$ cat config.mk
export PLATFORM = sky130hd
export DESIGN_NAME = entry_ring_offset_lookup
export DESIGN_NICKNAME = d
export VERILOG_FILES = /design/src/hdl/erol_pkg.sv /design/src/hdl/entry_ring_offset_lookup.sv /design/src/hdl/erol_ring_mem.sv /design/src/hdl/erol_span_unit.sv /design/src/hdl/erol_seq.sv
export VERILOG_INCLUDE_DIRS = /design/src /design/src/hdl
export SDC_FILE = /design/constraint.sdc
export NUM_CORES = 1
export LEC_CHECK = 0
export ABC_CLOCK_PERIOD_IN_PS = 7800
export BUFFER_PORTS_ARGS = -buffer_cell sky130_fd_sc_hd__buf_2
export CAP_MARGIN = 20
export CORE_UTILIZATION = 61
export DETAILED_ROUTE_END_ITERATION = 16
export GPL_TIMING_DRIVEN = 0
export PLACE_DENSITY = 0.79
export SKIP_CTS_REPAIR_TIMING = 1
export SYNTH_ARGS = -nofsm -noshare
export SYNTH_HDL_FRONTEND = slang
export SYNTH_SLANG_ARGS = --single-unit
$ cat constraint.sdc
create_clock -name clock -period 7.8 [get_ports clock]
set_input_delay 1.56 -clock clock [delete_from_list [all_inputs] [get_ports clock]]
set_output_delay 1.56 -clock clock [all_outputs]
set_load 0.005 [all_outputs]
$ cat src/hdl/entry_ring_offset_lookup_assert.svh
// assertion macros for the ring lookup sequencer (erol_seq)
`ifndef ENTRY_RING_OFFSET_LOOKUP_ASSERT_SVH
`define ENTRY_RING_OFFSET_LOOKUP_ASSERT_SVH

// same-cycle implication, checked outside reset
`define EROL_ASSERT_NOW(label, ante, cons, msg) \
   label: assert property (@(posedge clock) disable iff (reset) (ante) |-> (cons)) \
      else $error(msg);

// next-cycle implication, checked outside reset
`define EROL_ASSERT_NEXT(label, ante, cons, msg) \
   label: assert property (@(posedge clock) disable iff (reset) (ante) |=> (cons)) \
      else $error(msg);

`endif

$ cat src/hdl/erol_pkg.sv
package erol_pkg;

   localparam int HANDLE_W = 32;
   localparam int LENGTH_W = 16;
   localparam int OFFSET_W = 20;

   // operation codes
   localparam logic OP_ADD  = 1'b0;
   localparam logic OP_FIND = 1'b1;

   typedef enum logic [1:0] {
      S_IDLE,
      S_WALK,
      S_POST
   } state_type;

   // sequencer to span unit
   typedef struct packed {
      logic load;
      logic step;
   } span_ctrl_type;

   // span unit to sequencer
   typedef struct packed {
      logic                hit;
      logic [LENGTH_W-1:0] byte_pos;
   } span_stat_type;

endpackage

$ cat src/hdl/entry_ring_offset_lookup.sv
// adds: an add is written at its accepting edge, one add per cycle while idle
// finds: a find reads the stored records oldest first, one record read per cycle, through the
// registered memory read and the span compare; a hit or a walk past every record is registered,
// then loaded into the output register once it is free, and the next request is taken in the
// cycle after that word is loaded; no new request is taken while a find walks (one span unit)
// reset: synchronous, active high; ring emptied, no output word pending, memory not cleared
module entry_ring_offset_lookup #(
   parameter int RING_DEPTH = 16
) (
   input  logic                          clock,
   input  logic                          reset,
   // request channel
   input  logic                          req_valid,
   output logic                          req_stall,
   input  logic                          req_operation,
   input  logic [erol_pkg::HANDLE_W-1:0] req_record_handle,
   input  logic [erol_pkg::LENGTH_W-1:0] req_record_length,
   input  logic [erol_pkg::OFFSET_W-1:0] req_char_offset,
   // response channel
   output logic                          rsp_valid,
   input  logic                          rsp_stall,
   output logic                          rsp_found,
   output logic [erol_pkg::HANDLE_W-1:0] rsp_hit_handle,
   output logic [erol_pkg::LENGTH_W-1:0] rsp_hit_length,
   output logic [erol_pkg::LENGTH_W-1:0] rsp_byte_in_record
);

   localparam int IW = $clog2(RING_DEPTH);

   // memory port wires
   logic                          mem_wr_en;
   logic [IW-1:0]                 mem_wr_addr;
   logic [erol_pkg::HANDLE_W-1:0] mem_wr_handle;
   logic [erol_pkg::LENGTH_W-1:0] mem_wr_length;
   logic                          mem_rd_en;
   logic [IW-1:0]                 mem_rd_addr;
   logic [erol_pkg::HANDLE_W-1:0] mem_rd_handle;
   logic [erol_pkg::LENGTH_W-1:0] mem_rd_length;

   // span unit control and status
   erol_pkg::span_ctrl_type span_ctrl;
   erol_pkg::span_stat_type span_stat;

   // sequencer: ring pointers, walk control, output register
   erol_seq #(
      .RING_DEPTH (RING_DEPTH)
   ) u_seq (
      .clock              (clock),
      .reset              (reset),
      .req_valid          (req_valid),
      .req_stall          (req_stall),
      .req_operation      (req_operation),
      .req_record_handle  (req_record_handle),
      .req_record_length  (req_record_length),
      .rsp_valid          (rsp_valid),
      .rsp_stall          (rsp_stall),
      .rsp_found          (rsp_found),
      .rsp_hit_handle     (rsp_hit_handle),
      .rsp_hit_length     (rsp_hit_length),
      .rsp_byte_in_record (rsp_byte_in_record),
      .mem_wr_en          (mem_wr_en),
      .mem_wr_addr        (mem_wr_addr),
      .mem_wr_handle      (mem_wr_handle),
      .mem_wr_length      (mem_wr_length),
      .mem_rd_en          (mem_rd_en),
      .mem_rd_addr        (mem_rd_addr),
      .mem_rd_handle      (mem_rd_handle),
      .mem_rd_length      (mem_rd_length),
      .span_ctrl          (span_ctrl),
      .span_stat          (span_stat)
   );

   // record store, one write and one registered read port
   erol_ring_mem #(
      .RING_DEPTH (RING_DEPTH)
   ) u_ring_mem (
      .clock     (clock),
      .wr_en     (mem_wr_en),
      .wr_addr   (mem_wr_addr),
      .wr_handle (mem_wr_handle),
      .wr_length (mem_wr_length),
      .rd_en     (mem_rd_en),
      .rd_addr   (mem_rd_addr),
      .rd_handle (mem_rd_handle),
      .rd_length (mem_rd_length)
   );

   // shared running-sum adder and offset compare
   erol_span_unit u_span_unit (
      .clock  (clock),
      .ctrl   (span_ctrl),
      .target (req_char_offset),
      .length (mem_rd_length),
      .stat   (span_stat)
   );

endmodule

$ cat src/hdl/erol_ring_mem.sv
module erol_ring_mem #(
   parameter int RING_DEPTH = 16
) (
   input  logic                                 clock,
   input  logic                                 wr_en,
   input  logic [$clog2(RING_DEPTH)-1:0]        wr_addr,
   input  logic [erol_pkg::HANDLE_W-1:0]        wr_handle,
   input  logic [erol_pkg::LENGTH_W-1:0]        wr_length,
   input  logic                                 rd_en,
   input  logic [$clog2(RING_DEPTH)-1:0]        rd_addr,
   output logic [erol_pkg::HANDLE_W-1:0]        rd_handle,
   output logic [erol_pkg::LENGTH_W-1:0]        rd_length
);

   logic [erol_pkg::HANDLE_W-1:0] handle_mem [RING_DEPTH];
   logic [erol_pkg::LENGTH_W-1:0] length_mem [RING_DEPTH];
   logic [erol_pkg::HANDLE_W-1:0] rd_handle_ff;
   logic [erol_pkg::LENGTH_W-1:0] rd_length_ff;

   always_ff @(posedge clock) begin
      if (wr_en) begin
         handle_mem[wr_addr] <= wr_handle;
         length_mem[wr_addr] <= wr_length;
      end
   end

   always_ff @(posedge clock) begin
      if (rd_en) begin
         rd_handle_ff <= handle_mem[rd_addr];
         rd_length_ff <= length_mem[rd_addr];
      end
   end

   assign rd_handle = rd_handle_ff;
   assign rd_length = rd_length_ff;

endmodule

$ cat src/hdl/erol_span_unit.sv
module erol_span_unit (
   input  logic                          clock,
   input  erol_pkg::span_ctrl_type       ctrl,
   input  logic [erol_pkg::OFFSET_W-1:0] target,
   input  logic [erol_pkg::LENGTH_W-1:0] length,
   output erol_pkg::span_stat_type       stat
);

   logic [erol_pkg::OFFSET_W-1:0] target_ff;
   logic [erol_pkg::OFFSET_W-1:0] base_ff;
   logic [erol_pkg::OFFSET_W-1:0] base_in;
   logic [erol_pkg::OFFSET_W:0]   span_end;
   logic [erol_pkg::OFFSET_W-1:0] diff;

   // one add and compare per record: end of this record's span
   assign span_end = {1'b0, base_ff} + {{(erol_pkg::OFFSET_W + 1 - erol_pkg::LENGTH_W){1'b0}},
                                        length};
   assign diff     = target_ff - base_ff;

   assign stat.hit      = {1'b0, target_ff} < span_end;
   assign stat.byte_pos = diff[erol_pkg::LENGTH_W-1:0];

   always_comb begin
      base_in = base_ff;
      if (ctrl.load) begin
         base_in = '0;
      end else if (ctrl.step) begin
         // no hit means span_end <= target, so it fits the offset width
         base_in = span_end[erol_pkg::OFFSET_W-1:0];
      end
   end

   always_ff @(posedge clock) begin
      base_ff <= base_in;
      if (ctrl.load) begin
         target_ff <= target;
      end
   end

endmodule

$ cat src/hdl/erol_seq.sv
`include "entry_ring_offset_lookup_assert.svh"

module erol_seq #(
   parameter int RING_DEPTH = 16
) (
   input  logic                                 clock,
   input  logic                                 reset,
   input  logic                                 req_valid,
   output logic                                 req_stall,
   input  logic                                 req_operation,
   input  logic [erol_pkg::HANDLE_W-1:0]        req_record_handle,
   input  logic [erol_pkg::LENGTH_W-1:0]        req_record_length,
   output logic                                 rsp_valid,
   input  logic                                 rsp_stall,
   output logic                                 rsp_found,
   output logic [erol_pkg::HANDLE_W-1:0]        rsp_hit_handle,
   output logic [erol_pkg::LENGTH_W-1:0]        rsp_hit_length,
   output logic [erol_pkg::LENGTH_W-1:0]        rsp_byte_in_record,
   output logic                                 mem_wr_en,
   output logic [$clog2(RING_DEPTH)-1:0]        mem_wr_addr,
   output logic [erol_pkg::HANDLE_W-1:0]        mem_wr_handle,
   output logic [erol_pkg::LENGTH_W-1:0]        mem_wr_length,
   output logic                                 mem_rd_en,
   output logic [$clog2(RING_DEPTH)-1:0]        mem_rd_addr,
   input  logic [erol_pkg::HANDLE_W-1:0]        mem_rd_handle,
   input  logic [erol_pkg::LENGTH_W-1:0]        mem_rd_length,
   output erol_pkg::span_ctrl_type              span_ctrl,
   input  erol_pkg::span_stat_type              span_stat
);

   localparam int IW = $clog2(RING_DEPTH);
   localparam int CW = $clog2(RING_DEPTH + 1);
   localparam logic [IW-1:0] LAST_IDX = IW'(RING_DEPTH - 1);
   localparam logic [CW-1:0] FULL_CNT = CW'(RING_DEPTH);

   erol_pkg::state_type state_ff, state_in;

   logic [IW-1:0] wr_idx_ff, wr_idx_in;
   logic [IW-1:0] old_idx_ff, old_idx_in;
   logic          full_ff, full_in;
   logic [IW-1:0] rd_idx_ff, rd_idx_in;
   logic [CW-1:0] issue_left_ff, issue_left_in;
   logic          data_valid_ff, data_valid_in;

   logic                          res_found_ff, res_found_in;
   logic [erol_pkg::HANDLE_W-1:0] res_handle_ff, res_handle_in;
   logic [erol_pkg::LENGTH_W-1:0] res_length_ff, res_length_in;
   logic [erol_pkg::LENGTH_W-1:0] res_byte_ff, res_byte_in;

   logic                          rsp_valid_ff, rsp_valid_in;
   logic                          rsp_found_ff, rsp_found_in;
   logic [erol_pkg::HANDLE_W-1:0] rsp_handle_ff, rsp_handle_in;
   logic [erol_pkg::LENGTH_W-1:0] rsp_length_ff, rsp_length_in;
   logic [erol_pkg::LENGTH_W-1:0] rsp_byte_ff, rsp_byte_in;

   logic          slot_free;
   logic [CW-1:0] stored_count;
   logic [IW-1:0] wr_idx_next;
   logic [IW-1:0] old_idx_next;
   logic [IW-1:0] rd_idx_next;

   assign wr_idx_next  = (wr_idx_ff == LAST_IDX) ? '0 : wr_idx_ff + 1'b1;
   assign old_idx_next = (old_idx_ff == LAST_IDX) ? '0 : old_idx_ff + 1'b1;
   assign rd_idx_next  = (rd_idx_ff == LAST_IDX) ? '0 : rd_idx_ff + 1'b1;

   always_comb begin
      if (full_ff) begin
         stored_count = FULL_CNT;
      end else if (wr_idx_ff >= old_idx_ff) begin
         stored_count = CW'(wr_idx_ff) - CW'(old_idx_ff);
      end else begin
         stored_count = CW'(wr_idx_ff) + FULL_CNT - CW'(old_idx_ff);
      end
   end

   assign slot_free = !rsp_valid_ff || !rsp_stall;

   always_comb begin
      state_in      = state_ff;
      wr_idx_in     = wr_idx_ff;
      old_idx_in    = old_idx_ff;
      full_in       = full_ff;
      rd_idx_in     = rd_idx_ff;
      issue_left_in = issue_left_ff;
      data_valid_in = 1'b0;
      res_found_in  = res_found_ff;
      res_handle_in = res_handle_ff;
      res_length_in = res_length_ff;
      res_byte_in   = res_byte_ff;
      rsp_valid_in  = rsp_valid_ff && rsp_stall;
      rsp_found_in  = rsp_found_ff;
      rsp_handle_in = rsp_handle_ff;
      rsp_length_in = rsp_length_ff;
      rsp_byte_in   = rsp_byte_ff;
      mem_wr_en     = 1'b0;
      mem_rd_en     = 1'b0;
      mem_rd_addr   = rd_idx_ff;
      span_ctrl     = '0;

      case (state_ff)
         erol_pkg::S_IDLE: begin
            if (req_valid) begin
               if (req_operation == erol_pkg::OP_ADD) begin
                  mem_wr_en = 1'b1;
                  if (full_ff) begin
                     old_idx_in = old_idx_next;
                  end
                  wr_idx_in = wr_idx_next;
                  full_in   = (wr_idx_next == old_idx_in);
               end else begin
                  span_ctrl.load = 1'b1;
                  rd_idx_in      = old_idx_ff;
                  issue_left_in  = stored_count;
                  state_in       = erol_pkg::S_WALK;
               end
            end
         end
         erol_pkg::S_WALK: begin
            if (data_valid_ff && span_stat.hit) begin
               res_found_in  = 1'b1;
               res_handle_in = mem_rd_handle;
               res_length_in = mem_rd_length;
               res_byte_in   = span_stat.byte_pos;
               state_in      = erol_pkg::S_POST;
            end else begin
               span_ctrl.step = data_valid_ff;
               if (issue_left_ff != '0) begin
                  mem_rd_en     = 1'b1;
                  rd_idx_in     = rd_idx_next;
                  issue_left_in = issue_left_ff - 1'b1;
                  data_valid_in = 1'b1;
               end else if (!data_valid_ff) begin
                  // every stored record passed without a hit
                  res_found_in  = 1'b0;
                  res_handle_in = '0;
                  res_length_in = '0;
                  res_byte_in   = '0;
                  state_in      = erol_pkg::S_POST;
               end
            end
         end
         erol_pkg::S_POST: begin
            if (slot_free) begin
               rsp_valid_in  = 1'b1;
               rsp_found_in  = res_found_ff;
               rsp_handle_in = res_handle_ff;
               rsp_length_in = res_length_ff;
               rsp_byte_in   = res_byte_ff;
               state_in      = erol_pkg::S_IDLE;
            end
         end
         default: begin
            state_in = erol_pkg::S_IDLE;
         end
      endcase
   end

   always_ff @(posedge clock) begin
      if (reset) begin
         state_ff      <= erol_pkg::S_IDLE;
         wr_idx_ff     <= '0;
         old_idx_ff    <= '0;
         full_ff       <= 1'b0;
         issue_left_ff <= '0;
         data_valid_ff <= 1'b0;
         rsp_valid_ff  <= 1'b0;
      end else begin
         state_ff      <= state_in;
         wr_idx_ff     <= wr_idx_in;
         old_idx_ff    <= old_idx_in;
         full_ff       <= full_in;
         issue_left_ff <= issue_left_in;
         data_valid_ff <= data_valid_in;
         rsp_valid_ff  <= rsp_valid_in;
      end
   end

   always_ff @(posedge clock) begin
      rd_idx_ff     <= rd_idx_in;
      res_found_ff  <= res_found_in;
      res_handle_ff <= res_handle_in;
      res_length_ff <= res_length_in;
      res_byte_ff   <= res_byte_in;
      rsp_found_ff  <= rsp_found_in;
      rsp_handle_ff <= rsp_handle_in;
      rsp_length_ff <= rsp_length_in;
      rsp_byte_ff   <= rsp_byte_in;
   end

   assign req_stall          = (state_ff != erol_pkg::S_IDLE);
   assign rsp_valid          = rsp_valid_ff;
   assign rsp_found          = rsp_found_ff;
   assign rsp_hit_handle     = rsp_handle_ff;
   assign rsp_hit_length     = rsp_length_ff;
   assign rsp_byte_in_record = rsp_byte_ff;
   assign mem_wr_addr        = wr_idx_ff;
   assign mem_wr_handle      = req_record_handle;
   assign mem_wr_length      = req_record_length;

   `EROL_ASSERT_NOW(a_full_means_aligned, full_ff, wr_idx_ff == old_idx_ff,
      "full ring with write and oldest index apart")
   `EROL_ASSERT_NOW(a_issue_bounded, 1'b1, issue_left_ff <= FULL_CNT,
      "walk count beyond ring depth")
   `EROL_ASSERT_NOW(a_byte_inside_hit, rsp_valid_ff && rsp_found_ff,
      rsp_byte_ff < rsp_length_ff, "byte position outside the hit record")
   `EROL_ASSERT_NOW(a_miss_is_zero, rsp_valid_ff && !rsp_found_ff,
      rsp_handle_ff == '0 && rsp_length_ff == '0 && rsp_byte_ff == '0,
      "miss word with nonzero fields")
   `EROL_ASSERT_NEXT(a_post_delivers, state_ff == erol_pkg::S_POST && slot_free,
      rsp_valid_ff && state_ff == erol_pkg::S_IDLE, "finished find not delivered")

endmodule
# Yosys cells after proc, flatten, opt, wreduce, memory -nomap -nowiden
# Memories as Yosys holds them, arrays and structs flattened. A register that Yosys moved wholly into a read port is not among the register bits.
# Index checks and enable logic that the tools add are counted.
# classes
add_sub_neg	9
order_cmp	2
n_eq_ne	15
mux	50
bitwise_logic	1
n_reduce_logical	14
# ops
operator	count
two-way mux 32 bit	3
two-way mux 16 bit	4
two-way mux 4 bit	11
two-way mux 5 bit	6
adder 20 x 16 -> 21 bit	1
< comparator 20 x 21 -> 1 bit	1
two-way mux 1 bit	17
subtractor 16 bit	1
adder 4 x 1 -> 4 bit (second input constant)	3
== test 4 bit (second input constant)	3
two-way mux 2 bit	6
one-hot mux 5 bit (2 select lines)	1
AND reduction 5 bit	2
inequality test 2 bit (second input constant)	4
one-hot mux 4 bit (2 select lines)	1
inequality test 2 x 1 -> 1 bit (second input constant)	3
one-hot mux 2 bit (3 select lines)	1
AND reduction 3 bit	2
adder 4 x 5 -> 5 bit (second input constant)	1
nonzero test 5 bit	1
subtractor 4 x 4 -> 5 bit	1
subtractor 5 x 1 -> 5 bit (second input constant)	1
subtractor 5 x 4 -> 5 bit	1
== test 4 bit	1
12 further kinds	15
# word_totals
reg_bits	192
ramBits	768
word_cells	111
memories	2
# memory_table
name	words	width	rd	rd_clocked_by_memory_dff	wr	line_no	source
u_ring_mem.handle_mem	16	32	1	1	1	erol_ring_mem.sv:15	logic [erol_pkg::HANDLE_W-1:0] handle_mem [RING_DEPTH];
u_ring_mem.length_mem	16	16	1	1	1	erol_ring_mem.sv:16	logic [erol_pkg::LENGTH_W-1:0] length_mem [RING_DEPTH];

# Longest topological paths before layout
# logic_depth
ltp_word	7
mapped_depth	20
mapped_depth_nobuf	20

# By module
# From an unflattened synthesis, not the netlist that was laid out.
# hier_totals
cells_unflattened	2064
area_unflattened_um2	39829.4
# by_module_without_submodules
module	n_inst	cells_each	area_each_um2
erol_ring_mem	1	1242	30199.0
erol_seq	1	427	6154.7
erol_span_unit	1	395	3475.8

# Worst setup path after synthesis
# Ideal clock, no wire load.
# synth_path
kind	reg-to-reg
startpoint	register u_ring_mem.rd_length_ff (netlist bit u_ring_mem.rd_length[0]), read port of u_ring_mem.length_mem
endpoint	register u_seq.state_ff[1]
setup_time_ps	70
arrival_ps	6808
required_ps	7730
path_slack_ps	923
stages_incl_launch_ff	20
path_cell_list	edfxtp_1 > ha_1 > fa_1 > a211oi_1 > o21ai_2 > o31ai_2 > o31a_1 > o31a_4 > nand3b_1 > xor2_1 > ha_1 > a22o_1 > nor3_1 > o2111ai_1 > a21oi_1 > o21ai_0 > o31ai_4 > nor2_1 > nor2_1 > o21ba_2
# synth_via
elab_chain_len	5
# synth_rtl
item	line_no	source
start: declaration	erol_ring_mem.sv:18	logic [erol_pkg::LENGTH_W-1:0] rd_length_ff;
adder 20 x 16 -> 21 bit *	erol_span_unit.sv:16	assign span_end = {1'b0, base_ff} + {{(erol_pkg::OFFSET_W + 1 - erol_pkg::LENGTH_W){1'b0}},
< comparator 20 x 21 -> 1 bit *	erol_span_unit.sv:20	assign stat.hit = {1'b0, target_ff} < span_end;
logical AND 1 bit *	erol_seq.sv:119	if (data_valid_ff && span_stat.hit) begin
inequality test 3 bit (no source line) (tied with other cells)	--	
AND reduction 5 bit (no source line) or one-hot mux 2 bit (3 select lines) (tied branches)	--	
end signal: assignment	erol_seq.sv:160	state_ff <= erol_pkg::S_IDLE;
end signal: assignment	erol_seq.sv:168	state_ff <= state_in;
end: declaration	erol_seq.sv:36	erol_pkg::state_type state_ff, state_in;
# Every way passes the cells marked *; elsewhere a longest branch is shown, timed or not.
# A chain may end at the register's enable or synchronous reset.

# Worst setup path after layout
# layout_path
startpoint	register u_ring_mem.rd_length_ff (netlist bit u_ring_mem.rd_length[0]), read port of u_ring_mem.length_mem
endpoint	register u_seq.res_handle_ff[7] (netlist bit) (data pin)
# layout_via
elab_chain_len	4
# layout_rtl
item	line_no	source
adder 20 x 16 -> 21 bit	erol_span_unit.sv:16	
< comparator 20 x 21 -> 1 bit	erol_span_unit.sv:20	
logical AND 1 bit	erol_seq.sv:119	
two-way mux 32 bit	erol_seq.sv:119	
end signal: assignment	erol_seq.sv:181	res_handle_ff <= res_handle_in;
end: declaration	erol_seq.sv:46	logic [erol_pkg::HANDLE_W-1:0] res_handle_ff, res_handle_in;
# No other way between the ends.

==> metrics.md <==
| Metric | Value |
|---|---|
| TritonCTS clock tree | `yes` |
| CTS buffer count | `96` |
| Power density cells | `271.2 nW/µm²` |
| Htree depth | `3` |
| Nets | `2301` |
| Initial antenna violation count | `11` |
| Area grow syn2layout | `15.94%` |
| Synth unique cells | `61` |
| Clock Tree Root | `clkbuf_16` |
| GR Overflow Total | `0` |
| Synth Register Bits | `1008` |
| Tightest Hold Check Type | `reg2reg` |
| Gpl congestion | `0.8180` |
| Fin crit period | `5867 ps` |
| Met2 usage | `0.5026` |
| Worst Tran Pin Value | `1114 ps` |
| Synthesized cell area | `39170 µm²` |
| Power Total | `0.01232 W` |
| Most common cell in the netlist | `edfxtp_1` |
| RSZ-0062 raised after global routing | `false` |
| Die width | `255.4 µm` |
| Post-synthesis xor/xnor area fraction | `0.009392` |
| Vias per inst | `6.603` |
| Post-synthesis mux area share | `0.1393` |
| Worst-path clk slew | `60 ps` |
| Syn avg cell area | `21.11 µm²` |
| Post-synth EDFFs | `970` |
| Setup slack, reg-to-reg | `1930 ps` |
| Core Rows | `92` |
| Post-synthesis instance total | `1855` |
| Routed WL | `95980 µm` |
| Port bufs | `138` |
| Drt wl/cell | `31.05 µm` |
| Fin worst setup slack | `1933 ps` |
| Top cell type's share of synthesized area | `0.7437` |
| Worst Path Required | `8290 ps` |
| Crit path max fanout | `10` |
| Most Crowded Layer GR | `met2` |
| Fin crit share | `0.7521` |
| Largest net degree at the start of global routing | `50` |
| Final Slew Violations | `0` |
| Residual DRC count | `0` |
| Crit-path most repeated cell | `ha_1` |
| Status | `finished, final reports clean` |
| LEAKAGE | `14.83 nW` |
| HPWL after DPL | `55100 µm` |
| Crit start category | `flop` |
| Max Cap Viol | `0` |
| CTS sink cnt | `1008` |
| Worst Skew | `37.56 ps` |
| Place WS | `1989 ps` |
| Synth Area in Simple Gates | `0.02942` |
| Post-synthesis sequential area ratio | `0.7631` |
| YS warnings | `0` |
| Vias in the first global route | `20.85k` |
| Largest family of logic cells by synthesized area | `multiplexers` |
| VDD IR max | `0.0002554 V` |
| Net Count, Synth | `1993` |
| Area contributors post-synth | `edfxtp_1 (74%), mux4_2 (14%), ha_1 (2.0%), dfxtp_1 (1.9%), and2_1 (0.96%)` |
| Initial DRC count | `2608` |
| CTS max path bufs | `3` |
| Share of layout cells above drive strength 1 | `0.2853` |
| Full die area | `65220 µm²` |
| Maximum clock rate | `170.5 MHz` |
| Leading register cell type out of synthesis | `edfxtp_1` |
| Max stage delay on crit path | `600 ps` |
| CP Capture Type | `flop` |
| M3 GR Usage | `0.05744` |
| GR Layer Usage met1 | `0.3816` |
| Post-synthesis compound-gate area fraction | `0.02578` |
| Initial DRT Pass Iterations | `5` |
| Clk Latency, worst-skew pair | `670 ps` |
| Via Count | `20.41k` |
| First-pass GRT wire length | `137900 µm` |
| Post-synth top area cell | `edfxtp_1` |
| Finished Core Util | `0.7173` |
| Hold Vio Cnt, Final | `0` |
| Synth async-reset ratio | `0` |
| Initial core utilization | `0.6186` |
| Setup Viol. Count Final | `0` |
| Slowest CP cell | `clkbuf_1` |
| I/O Pins | `140` |
| Core Footprint | `63310 µm²` |
| Setup CP Type | `reg2reg` |
| Adder-Cell Fraction of Synth Area | `0.02134` |
| Worst Path Arrival | `6360 ps` |
| Slew Limit Headroom | `0.2559` |
| CP Cell Sequence | `ha_1 -> fa_1 -> a211oi_1 -> o21ai_2 -> o31ai_2 -> o31a_1 -> o31a_4 -> nand3b_1 -> xor2_1 -> ha_1 -> a22o_1 -> nor3_1 -> o2111ai_1 -> a21oi_1 -> o21ai_0 -> o31ai_4 -> buf_4 -> clkbuf_1 -> and2_1` |
| GRT Util Overall | `0.2966` |
| Top post-synthesis cells by count | `edfxtp_1 (970), mux4_2 (240), ha_1 (62)` |
| Die span in y | `255.4 µm` |
| Final ANT Viol Nets | `0` |
logic make-up after synthesis:
kind of cell             count (synthesis)
adder cells (fa/ha/maj)                 65
multiplexers                           245
AND/OR/NAND/NOR                        224
flip-flops                            1008
AO/OA/AOI/OAI                          152
XOR/XNOR                                42
buffers and inverters                  119
registers in the layout, summed over array words and instances (netlist names), 2 cells and up:
register	flops
u_seq.res_byte_ff	16
u_seq.state_ff	2
u_seq.res_handle_ff	32
u_ring_mem.length_mem	256
u_seq.rsp_byte_in_record	16
u_seq.mem_rd_addr	4
u_seq.res_length_ff	16
u_seq.issue_left_ff	5
u_ring_mem.rd_handle	32
u_ring_mem.rd_length	16
u_seq.old_idx_ff	4
u_ring_mem.handle_mem	512
u_seq.mem_wr_addr	4
u_span_unit.base_ff	20
u_seq.rsp_hit_handle	32
u_span_unit.target_ff	20
u_seq.rsp_hit_length	16
report_power, final:
group / total (W) / leakage, nW / internal, W / switching [W]
Combinational: 0.00136 / 4.22 / 0.000609 / 0.000751
Clock: 0.00477 / 1.55 / 0.00276 / 0.00202
Sequential: 0.00618 / 9.05 / 0.00612 / 0.0000566
cells in the final DEF, fill, tap and decap left out, drive strengths merged, types with 37 or more instances in the layout:
cell type  netlist  layout
inv             41      43
a21oi           49      49
nor2            59      59
nand2           37      37
edfxtp         970     970
mux4           240     240
buf             23     233
dfxtp           38      38
clkbuf          55     175
ha              62      62
and2            60      60
per-stage QoR:
step / TNS (ps) / hold WS (ps) / cell area, µm² / instances
2_1_floorplan: 0 / 400.3 / 39170 / 1855
3_3_place_gp: -814330 / 400.6 / 40920 / 2839
3_5_place_dp: 0 / 404.5 / 41950 / 2896
4_1_cts: 0 / 401.9 / 45160 / 3067
5_1_grt: 0 / 413.5 / 45410 / 3089
6_report: 0 / 400.7 / 45410 / 3091
final cells by class:
type	instances	area [µm²]
sequential	1008	29890
fill	3546	17900
multi-input combinational	728	8951
clock buffer	120	2544
timing repair buffer	210	1815
tap	846	1059
clock inverter	51	671.9
buffer	78	302.8
inverter	41	156.4
antenna	9	22.52
worst max-delay path, delay by kind of cell, from the launching register on:
kind,cells,cell delay [ps]
AO/OA/AOI/OAI,10,2370
XOR/XNOR,1,220
adder cells (fa/ha/maj),3,970
buffers and inverters,2,930
flip-flops,1,390
AND/OR/NAND/NOR,3,820
metal layers:
metal	wire (µm)	up-vias
met5	38	-
met4	3439	6
met3	8395	240
met2	49690	1404
met1	34410	10526
li1	-	8233
path summary, 6_finish.rpt:
| check | start | end | depth (start not counted) |
|---|---|---|---|
| worst max-delay path | u_ring_mem.rd_length[0]$_DFFE_PP_ | u_seq.res_handle_ff[7]$_SDFFCE_PN0P_ | 19 |
| worst min-delay path | u_seq.res_handle_ff[25]$_SDFFCE_PN0P_ | u_seq.rsp_hit_handle[25]$_DFFE_PP_ | 0 |
| worst max register to register | u_ring_mem.rd_length[0]$_DFFE_PP_ | u_seq.res_handle_ff[7]$_SDFFCE_PN0P_ | 19 |
| worst min register to register | u_seq.res_handle_ff[25]$_SDFFCE_PN0P_ | u_seq.rsp_hit_handle[25]$_DFFE_PP_ | 0 |
No activity file was read; power rests on OpenSTA's default activity.
